### src/rtl/ocbb_pkg.sv
`timescale 1ns / 1ps
// Shared constants for the overlapping chunk bounding box block.
// No dependencies; imported by overlapping_chunk_bounding_boxes.
package ocbb_pkg;

    // configuration register indexes
    localparam int CFG_IDX_BITS  = 2;
    localparam int CFG_DATA_BITS = 16;
    localparam logic [CFG_IDX_BITS-1:0] REG_VERTEX_COUNT = 2'd0;
    localparam logic [CFG_IDX_BITS-1:0] REG_BOX_LIMIT    = 2'd1;

    // counter widths
    localparam int CNT_BITS = 16;

    // recent vertex history kept for the overlap seed
    localparam int RECENT_DEPTH = 3;

    // chunk size divider: one quotient bit per cycle
    localparam int DIV_STEPS     = CNT_BITS;
    localparam int DIV_STEP_BITS = $clog2(DIV_STEPS + 1);

    // result queue
    localparam int QDEPTH     = 4;
    localparam int QCNT_BITS  = $clog2(QDEPTH + 1);

endpackage

### src/rtl/overlapping_chunk_bounding_boxes.sv
`timescale 1ns / 1ps
// Top level: groups polyline vertices into overlapping chunks and emits their boxes.
// Depends on ocbb_pkg.

// One vertex is taken per clock when the result side keeps up and no division
// runs: the box extent, the seed from the last OVERLAP vertices and the
// end-of-stream test all settle combinationally from the incoming request into
// the state registers and a four-entry result queue. A vertex that closes a
// full chunk and also ends the stream yields two boxes, so the queue drains one
// box per cycle while out_stall is low and in_stall rises while it holds more
// than two. After every write to vertex_count or the box limit a bit-serial
// divider works out the chunk size (vertex_count / (max(box limit,2) - 1), at
// least MIN_CHUNK); in_stall is high while it runs. The chunk size is taken up
// at the first vertex of each stream, so a write to the box limit in the middle
// of a stream applies to the next one, while vertex_count is always compared live.
module overlapping_chunk_bounding_boxes
    import ocbb_pkg::*;
#(
    parameter int OVERLAP    = 3,
    parameter int MIN_CHUNK  = 4,
    parameter int COORD_BITS = 24
)
(
    input  logic                         clk,
    input  logic                         rst_n,

    input  logic                         cfg_we,
    input  logic [CFG_IDX_BITS-1:0]      cfg_index,
    input  logic [CFG_DATA_BITS-1:0]     cfg_data,

    input  logic                         in_valid,
    output logic                         in_stall,
    input  logic signed [COORD_BITS-1:0] pos_x,
    input  logic signed [COORD_BITS-1:0] pos_y,

    output logic                         out_valid,
    input  logic                         out_stall,
    output logic signed [COORD_BITS-1:0] box_left,
    output logic signed [COORD_BITS-1:0] box_top,
    output logic [COORD_BITS-1:0]        box_width,
    output logic [COORD_BITS-1:0]        box_height,
    output logic                         final_box
);

    localparam int BOX_BITS = 4 * COORD_BITS + 1;

    // configuration registers
    logic [CNT_BITS-1:0] vertex_count_reg;
    logic [CNT_BITS-1:0] box_limit_reg;

    // chunk size divider
    logic                     div_pend_reg;
    logic                     div_run_reg;
    logic [DIV_STEP_BITS-1:0] div_step_reg;
    logic [CNT_BITS-1:0]      div_rem_reg;
    logic [CNT_BITS-1:0]      div_quo_reg;
    logic [CNT_BITS-1:0]      div_dsr_reg;
    logic [CNT_BITS-1:0]      div_quot_reg;
    logic [CNT_BITS:0]        div_rem_sh;
    logic [CNT_BITS:0]        div_trial;
    logic [CNT_BITS-1:0]      div_quo_next;
    logic [CNT_BITS-1:0]      div_rem_next;
    logic                     div_busy;

    // stream state
    logic signed [COORD_BITS-1:0] min_x_reg, max_x_reg, min_y_reg, max_y_reg;
    logic signed [COORD_BITS-1:0] min_x_next, max_x_next, min_y_next, max_y_next;
    logic [CNT_BITS-1:0]          in_box_cnt_reg, in_box_cnt_next;
    logic [CNT_BITS-1:0]          stream_idx_reg, stream_idx_next;
    logic [CNT_BITS-1:0]          chunk_size_reg, chunk_size_next;
    logic signed [COORD_BITS-1:0] recent_x_reg [RECENT_DEPTH];
    logic signed [COORD_BITS-1:0] recent_y_reg [RECENT_DEPTH];

    // per-vertex datapath
    logic                         in_acc;
    logic                         live;
    logic                         first;
    logic                         full;
    logic                         last;
    logic [CNT_BITS-1:0]          chunk_cur;
    logic [CNT_BITS-1:0]          cnt_cur;
    logic [CNT_BITS-1:0]          base_cnt;
    logic signed [COORD_BITS-1:0] seed_min_x, seed_max_x, seed_min_y, seed_max_y;
    logic signed [COORD_BITS-1:0] base_min_x, base_max_x, base_min_y, base_max_y;
    logic [BOX_BITS-1:0]          box_full;
    logic [BOX_BITS-1:0]          box_last;
    logic [BOX_BITS-1:0]          res0;
    logic [1:0]                   n_res;

    // result queue, head at entry 0
    logic [BOX_BITS-1:0]  q_reg [QDEPTH];
    logic [BOX_BITS-1:0]  q_next [QDEPTH];
    logic [QCNT_BITS-1:0] q_cnt_reg, q_cnt_next;
    logic [QCNT_BITS-1:0] q_base;
    logic                 pop;

    // handshakes
    assign div_busy  = div_pend_reg | div_run_reg;
    assign in_stall  = div_busy || (q_cnt_reg > QCNT_BITS'(QDEPTH - 2));
    assign in_acc    = in_valid && !in_stall;
    assign out_valid = (q_cnt_reg != '0);
    assign pop       = out_valid && !out_stall;

    // configuration writes
    always_ff @(posedge clk or negedge rst_n)
    begin
        if (!rst_n)
        begin
            vertex_count_reg <= '0;
            box_limit_reg    <= CNT_BITS'(1);
        end
        else if (cfg_we)
        begin
            case (cfg_index)
                REG_VERTEX_COUNT: vertex_count_reg <= cfg_data;
                REG_BOX_LIMIT:    box_limit_reg    <= cfg_data;
                default:          ;
            endcase
        end
    end

    // divider step: restoring, one quotient bit per cycle
    always_comb
    begin
        div_rem_sh   = {div_rem_reg, div_quo_reg[CNT_BITS-1]};
        div_trial    = div_rem_sh - {1'b0, div_dsr_reg};
        div_quo_next = {div_quo_reg[CNT_BITS-2:0], ~div_trial[CNT_BITS]};
        div_rem_next = div_trial[CNT_BITS] ? div_rem_sh[CNT_BITS-1:0]
                                           : div_trial[CNT_BITS-1:0];
    end

    // divider control; a write restarts it with the new register values
    always_ff @(posedge clk or negedge rst_n)
    begin
        if (!rst_n)
        begin
            div_pend_reg <= 1'b0;
            div_run_reg  <= 1'b0;
            div_step_reg <= '0;
            div_quot_reg <= CNT_BITS'(MIN_CHUNK);
        end
        else if (cfg_we && (cfg_index inside {REG_VERTEX_COUNT, REG_BOX_LIMIT}))
        begin
            div_pend_reg <= 1'b1;
            div_run_reg  <= 1'b0;
        end
        else if (div_pend_reg)
        begin
            div_pend_reg <= 1'b0;
            div_run_reg  <= 1'b1;
            div_step_reg <= DIV_STEP_BITS'(DIV_STEPS);
        end
        else if (div_run_reg)
        begin
            div_step_reg <= div_step_reg - DIV_STEP_BITS'(1);
            if (div_step_reg == DIV_STEP_BITS'(1))
            begin
                div_run_reg <= 1'b0;
                if (div_quo_next < CNT_BITS'(MIN_CHUNK))
                    div_quot_reg <= CNT_BITS'(MIN_CHUNK);
                else
                    div_quot_reg <= div_quo_next;
            end
        end
    end

    // divider datapath
    always_ff @(posedge clk)
    begin
        if (div_pend_reg)
        begin
            div_rem_reg <= '0;
            div_quo_reg <= vertex_count_reg;
            div_dsr_reg <= (box_limit_reg < CNT_BITS'(2)) ? CNT_BITS'(1)
                                                          : box_limit_reg - CNT_BITS'(1);
        end
        else if (div_run_reg)
        begin
            div_rem_reg <= div_rem_next;
            div_quo_reg <= div_quo_next;
        end
    end

    // vertex datapath: chunk test, overlap seed, extent update, stream end
    always_comb
    begin
        live      = in_acc && (vertex_count_reg != '0);
        first     = (stream_idx_reg == '0);
        chunk_cur = first ? div_quot_reg : chunk_size_reg;
        cnt_cur   = first ? '0 : in_box_cnt_reg;
        full      = (cnt_cur >= chunk_cur);
        last      = ({1'b0, stream_idx_reg} + (CNT_BITS + 1)'(1)) >= {1'b0, vertex_count_reg};

        // extent of the last OVERLAP vertices
        seed_min_x = recent_x_reg[0];
        seed_max_x = recent_x_reg[0];
        seed_min_y = recent_y_reg[0];
        seed_max_y = recent_y_reg[0];
        for (int k = 1; k < OVERLAP; k++)
        begin
            if (recent_x_reg[k] < seed_min_x) seed_min_x = recent_x_reg[k];
            if (recent_x_reg[k] > seed_max_x) seed_max_x = recent_x_reg[k];
            if (recent_y_reg[k] < seed_min_y) seed_min_y = recent_y_reg[k];
            if (recent_y_reg[k] > seed_max_y) seed_max_y = recent_y_reg[k];
        end

        if (full)
        begin
            base_min_x = seed_min_x;
            base_max_x = seed_max_x;
            base_min_y = seed_min_y;
            base_max_y = seed_max_y;
            base_cnt   = CNT_BITS'(OVERLAP);
        end
        else
        begin
            base_min_x = min_x_reg;
            base_max_x = max_x_reg;
            base_min_y = min_y_reg;
            base_max_y = max_y_reg;
            base_cnt   = cnt_cur;
        end

        // add the new vertex
        if (base_cnt == '0)
        begin
            min_x_next = pos_x;
            max_x_next = pos_x;
            min_y_next = pos_y;
            max_y_next = pos_y;
        end
        else
        begin
            min_x_next = (pos_x < base_min_x) ? pos_x : base_min_x;
            max_x_next = (pos_x > base_max_x) ? pos_x : base_max_x;
            min_y_next = (pos_y < base_min_y) ? pos_y : base_min_y;
            max_y_next = (pos_y > base_max_y) ? pos_y : base_max_y;
        end

        in_box_cnt_next = last ? '0 : base_cnt + CNT_BITS'(1);
        stream_idx_next = last ? '0 : stream_idx_reg + CNT_BITS'(1);
        chunk_size_next = chunk_cur;

        // boxes: the closed chunk, then the final one
        box_full = {min_x_reg, min_y_reg, max_x_reg - min_x_reg, max_y_reg - min_y_reg, 1'b0};
        box_last = {min_x_next, min_y_next, max_x_next - min_x_next,
                    max_y_next - min_y_next, 1'b1};
        res0     = full ? box_full : box_last;
        n_res    = live ? ({1'b0, full} + {1'b0, last}) : 2'd0;
    end

    // stream control state
    always_ff @(posedge clk or negedge rst_n)
    begin
        if (!rst_n)
        begin
            in_box_cnt_reg <= '0;
            stream_idx_reg <= '0;
            chunk_size_reg <= CNT_BITS'(MIN_CHUNK);
        end
        else if (live)
        begin
            in_box_cnt_reg <= in_box_cnt_next;
            stream_idx_reg <= stream_idx_next;
            chunk_size_reg <= chunk_size_next;
        end
    end

    // extent and vertex history
    always_ff @(posedge clk)
    begin
        if (live)
        begin
            min_x_reg <= min_x_next;
            max_x_reg <= max_x_next;
            min_y_reg <= min_y_next;
            max_y_reg <= max_y_next;
            recent_x_reg[0] <= pos_x;
            recent_y_reg[0] <= pos_y;
            for (int k = 1; k < RECENT_DEPTH; k++)
            begin
                recent_x_reg[k] <= recent_x_reg[k-1];
                recent_y_reg[k] <= recent_y_reg[k-1];
            end
        end
    end

    // result queue: shift on pop, append up to two boxes
    always_comb
    begin
        q_base     = q_cnt_reg - QCNT_BITS'(pop);
        q_cnt_next = q_base + QCNT_BITS'(n_res);
        for (int i = 0; i < QDEPTH; i++)
        begin
            if (pop && (i < QDEPTH - 1))
                q_next[i] = q_reg[(i < QDEPTH - 1) ? i + 1 : i];
            else
                q_next[i] = q_reg[i];
            if ((n_res != 2'd0) && (QCNT_BITS'(i) == q_base))
                q_next[i] = res0;
            if ((n_res == 2'd2) && (QCNT_BITS'(i) == q_base + QCNT_BITS'(1)))
                q_next[i] = box_last;
        end
    end

    always_ff @(posedge clk or negedge rst_n)
    begin
        if (!rst_n)
            q_cnt_reg <= '0;
        else
            q_cnt_reg <= q_cnt_next;
    end

    always_ff @(posedge clk)
    begin
        for (int i = 0; i < QDEPTH; i++)
            q_reg[i] <= q_next[i];
    end

    // head of the queue drives the result request
    assign box_left   = q_reg[0][BOX_BITS-1 -: COORD_BITS];
    assign box_top    = q_reg[0][BOX_BITS-1-COORD_BITS -: COORD_BITS];
    assign box_width  = q_reg[0][BOX_BITS-1-2*COORD_BITS -: COORD_BITS];
    assign box_height = q_reg[0][BOX_BITS-1-3*COORD_BITS -: COORD_BITS];
    assign final_box  = q_reg[0][0];

`ifndef SYNTHESIS
    // queue never holds more than its depth
    a_q_bound: assert property (@(posedge clk) disable iff (!rst_n)
        q_cnt_reg <= QCNT_BITS'(QDEPTH))
        else $error("result queue overflow");

    // a vertex that ends the stream leaves the stream index at zero
    a_stream_end: assert property (@(posedge clk) disable iff (!rst_n)
        (live && last) |=> (stream_idx_reg == '0 && in_box_cnt_reg == '0))
        else $error("stream did not restart after final box");

    // the latched chunk size never drops below the minimum
    a_chunk_min: assert property (@(posedge clk) disable iff (!rst_n)
        chunk_size_reg >= CNT_BITS'(MIN_CHUNK) && div_quot_reg >= CNT_BITS'(MIN_CHUNK))
        else $error("chunk size below minimum");

    // the box being built never exceeds its chunk
    a_box_fill: assert property (@(posedge clk) disable iff (!rst_n)
        (stream_idx_reg != '0) |-> (in_box_cnt_reg <= chunk_size_reg))
        else $error("box holds more vertices than its chunk");

    // no vertex is taken while the chunk size is being worked out
    a_div_hold: assert property (@(posedge clk) disable iff (!rst_n)
        div_run_reg |-> !in_acc)
        else $error("vertex accepted during chunk size division");
`endif

endmodule
### config.mk
export PLATFORM = sky130hd
export DESIGN_NAME = overlapping_chunk_bounding_boxes
export DESIGN_NICKNAME = d
export VERILOG_FILES = /design/src/rtl/ocbb_pkg.sv /design/src/rtl/overlapping_chunk_bounding_boxes.sv
export SDC_FILE = /design/constraint.sdc
export NUM_CORES = 2
export LEC_CHECK = 0
export BUFFER_PORTS_ARGS = -buffer_cell sky130_fd_sc_hd__buf_2
export CORE_MARGIN = 3
export CORE_UTILIZATION = 57
export CTS_BUF_LIST = sky130_fd_sc_hd__clkbuf_4 sky130_fd_sc_hd__clkbuf_8 sky130_fd_sc_hd__clkbuf_16
export CTS_CLUSTER_SIZE = 28
export DETAILED_ROUTE_END_ITERATION = 8
export PLACE_DENSITY = 0.78
export SLEW_MARGIN = 10
export SYNTH_ARGS = -nofsm -noshare
export SYNTH_HDL_FRONTEND = slang
export SYNTH_SLANG_ARGS = --single-unit
### constraint.sdc
create_clock -name clk -period 12.2 [get_ports clk]
set_input_delay 2.44 -clock clk [delete_from_list [all_inputs] [get_ports clk]]
set_output_delay 2.44 -clock clk [all_outputs]
set_load 0.005 [all_outputs]
==> flow_summary.toml <==
[cts]
clkLatencyLatePin_ns = 0.68
htreeDepth = 3
clk_pin_slew_ns = 0.06
cts_hold_buf = 0
cts_sinks = 782
cts-root-buf = "clkbuf_16"
cts_tree = "yes"
cts_max_path_buffers = 3
numCtsBuffers = 86

[logic_synthesis]
syn_inst = 4777
ys.flop_type = "edfxtp_1"
postSynth.asyncResetShare_pct = 13.6
syn_area_mm2 = 0.0480
synth_top_area_cell = "edfxtp_1"
syn_avg_cell_area_um2 = 10.0
synth_edf_count = 656
ys_types = 90
synth_nets = 5222
synth_top_area_share_pct = 41.1
yosysSeqAreaShare_pct = 47.4
ys_seq_elements = 782
ys_warn_count = 0
synthTopCellsByArea = "edfxtp_1, ha_1, dfrtp_1, o22ai_1, o21ai_0"

[sta]
tightest_slew_ns = 1.20
rsz0062_at_grt = "yes"
slew_headroom_pct = 18.0
fin_skew_ns = 0.0377
post-route-period-util_pct = 97.5
hold_violations = 0
slew_viol_final = 0
fin_ws_ns = 0.308
fin_crit_ns = 11.89
setup_tns_ns = 0
max_freq_mhz = 84.1
setup_violations = 0

[global_routing]
grt_overflow_total = 0
grt.busiest_layer = "met2"
grtUsageMet1_pct = 44.5
grt_antenna_before_repair = 3
grt_util_all_layers_pct = 33.1
grt_util_met2_pct = 51.1
use_met3_pct = 7.37
grt_pass1_vias = 38365
grt_max_degree = 138
grt_first_pass_wirelength_mm = 225

[floorplan]
initial_core_util_pct = 58.0
pin_count = 170
dieWidth_um = 296
dieArea_mm2 = 0.0877
core.rowCount = 105
core_area_mm2 = 0.0828
fp.dieH_um = 296

[final_layout]
drive_above_1_share_pct = 13.1
largest_reg_flops = 388
fill_cells = 6467
areaGrowthSynthToFinish_pct = 12.4
fin_util_pct = 65.2
nNetsFinal = 5365

[routing]
via_count = 40325
drtIter0Drc = 4849
route.detailed.drc = 0
wire_per_inst_um = 24.6
viasPerCell = 6.65
ant_nets = 0
drt-total-wl_mm = 149
firstDrtPassIters = 6

[worst_hold_path]
hp-class = "reg2reg"
min-delay-start = "recent_x_reg[0][20]"
hold_path_depth = 0
holdPathEnd = "recent_x_reg[0][44]"

[critical_path]
crit_family = "compound AO/OA/AOI/OAI gates"
critPathSlowestCell = "edfxtp_1"
r2r_cells = 54
crit_type = "reg2reg"
crit_path_end_kind = "flop"
r2r-start = "recent_y_reg[0][47]"
startpoint_type = "flop"
path_common_cell = "a21o_1"
r2r_end = "q_reg[2][23]"
critPathBufInv = 7
slowest_delay_ns = 0.44
cp.arrival_ns = 12.24
path_max_fanout = 10
worstPathRequired_ns = 12.55
rrSetupSlack_ns = 0.31

[outcome]
status = "complete, no violations"

[place]
portBuffers = 169
hpwl_mm = 99.8
place_congestion = 0.982
place_ws_ns = -0.0804

[run]
maxCapViolCount = 0
==> how the worst max path moves through the flow <==
stage / startpoint / end / slack [ns] / depth (start not counted)
final: recent_y_reg[0][47] / q_reg[2][23] / 0.31 / 54
after global routing: recent_y_reg[0][23] / q_reg[2][23] / -0.16 / 55
after CTS: recent_y_reg[0][42] / q_reg[2][23] / 0.03 / 55
after detailed placement: recent_y_reg[0][35] / q_reg[0][23] / -0.08 / 60
after global placement: recent_y_reg[0][43] / q_reg[0][23] / 0.14 / 52
after floorplan: recent_y_reg[0][47] / q_reg[0][23] / -0.03 / 64
==> synthesized netlist by cell type (all sizes together) (46+ instances only) <==
master / instances
a211oi: 50
a21o: 117
a21oi: 299
a22oi: 189
clkbuf: 226
dfrtp: 103
edfxtp: 656
ha: 368
inv: 356
mux2: 68
mux2i: 119
nand2: 382
nand3: 58
nand4: 61
nor2: 351
nor2b: 46
o211ai: 72
o21ai: 375
o22ai: 309
xnor2: 67
==> worst register-to-register path, delay by kind of cell (launching register included) <==
family / cells / cell delay [ns]
mux: 2 / 0.56
compound gates: 26 / 4.71
fa+ha+maj: 6 / 2.08
flops: 1 / 0.44
buf+inv: 7 / 1.08
simple gates: 13 / 2.69
==> cells by family (layout without fill, tap and decap cells) <==
logic type	Yosys count	count (layout)	synth area share, %
adders and majority gates	385	385	10.1
other	0	2	0
DFF	782	782	47.4
AOI/OAI and AO/OA	1599	1600	21.1
xor gates and xnor gates	110	110	2.04
muxes	187	187	4.09
buffers and inverters	616	829	4.84
and+or+nand+nor	1098	1098	10.4
==> cell type report <==
class,instances,area [um^2],share of cell area [%]
Clock buffer,112,2440,4.52
Inverter,358,1350,2.51
Timing Repair Buffer,312,2010,3.72
Tap cell,1070,1340,2.48
Clock inverter,47,526,0.974
Antenna cell,2,5.00,0.00928
Multi-Input combinational cell,3380,23500,43.6
Sequential cell,782,22800,42.2
==> stage by stage <==
step           hold slack (ns)  cells  cell area (um^2)
3_3_place_gp             0.431   5866             50300
2_1_floorplan            0.426   4777             48000
5_1_grt                  0.461   6062             53900
4_1_cts                  0.448   6026             53300
6_report                 0.448   6063             53900
3_5_place_dp             0.432   5866             50300
==> cells in the final DEF, fill, tap and decap left out, types with 17 or more instances in the layout <==
master and n:
nor2b_1 46, nand2_1 373, o21a_1 27, a21o_1 117, nand2b_1 36, nor2_1 347, and3_1 19, nor3_1 35
a211oi_1 46, xnor2_1 65, a21oi_1 283, xor2_1 41, nor4_1 19, a21boi_0 28, o211ai_1 70, o21ai_0 353
mux2_2 68, a22oi_1 189, mux2i_1 110, buf_4 131, inv_1 354, and2_1 30, dfxtp_1 20, clkbuf_16 90
ha_1 367, o22ai_1 309, clkbuf_4 17, nand4_1 61, nand3_1 56, edfxtp_1 656, dfrtp_1 102, buf_2 169
==> repair_timing <==
action | 4_1_cts | 5_1_grt
setup endpoints to repair | 4 | 81
setup buffers | 1 | 32
resized for setup | 6 | 78
pin swaps | 1 | 38
gates cloned | 0 | 3
==> metal layers <==
layer,wire [um],part of all wire (%)
met2,66200,44
met5,16,0.011
met3,16800,11
met1,57800,39
met4,8070,5.4
Power is left out: the tool's default activity adds up to more than one toggle a clock period on the data nets, which glitch-free logic cannot reach.
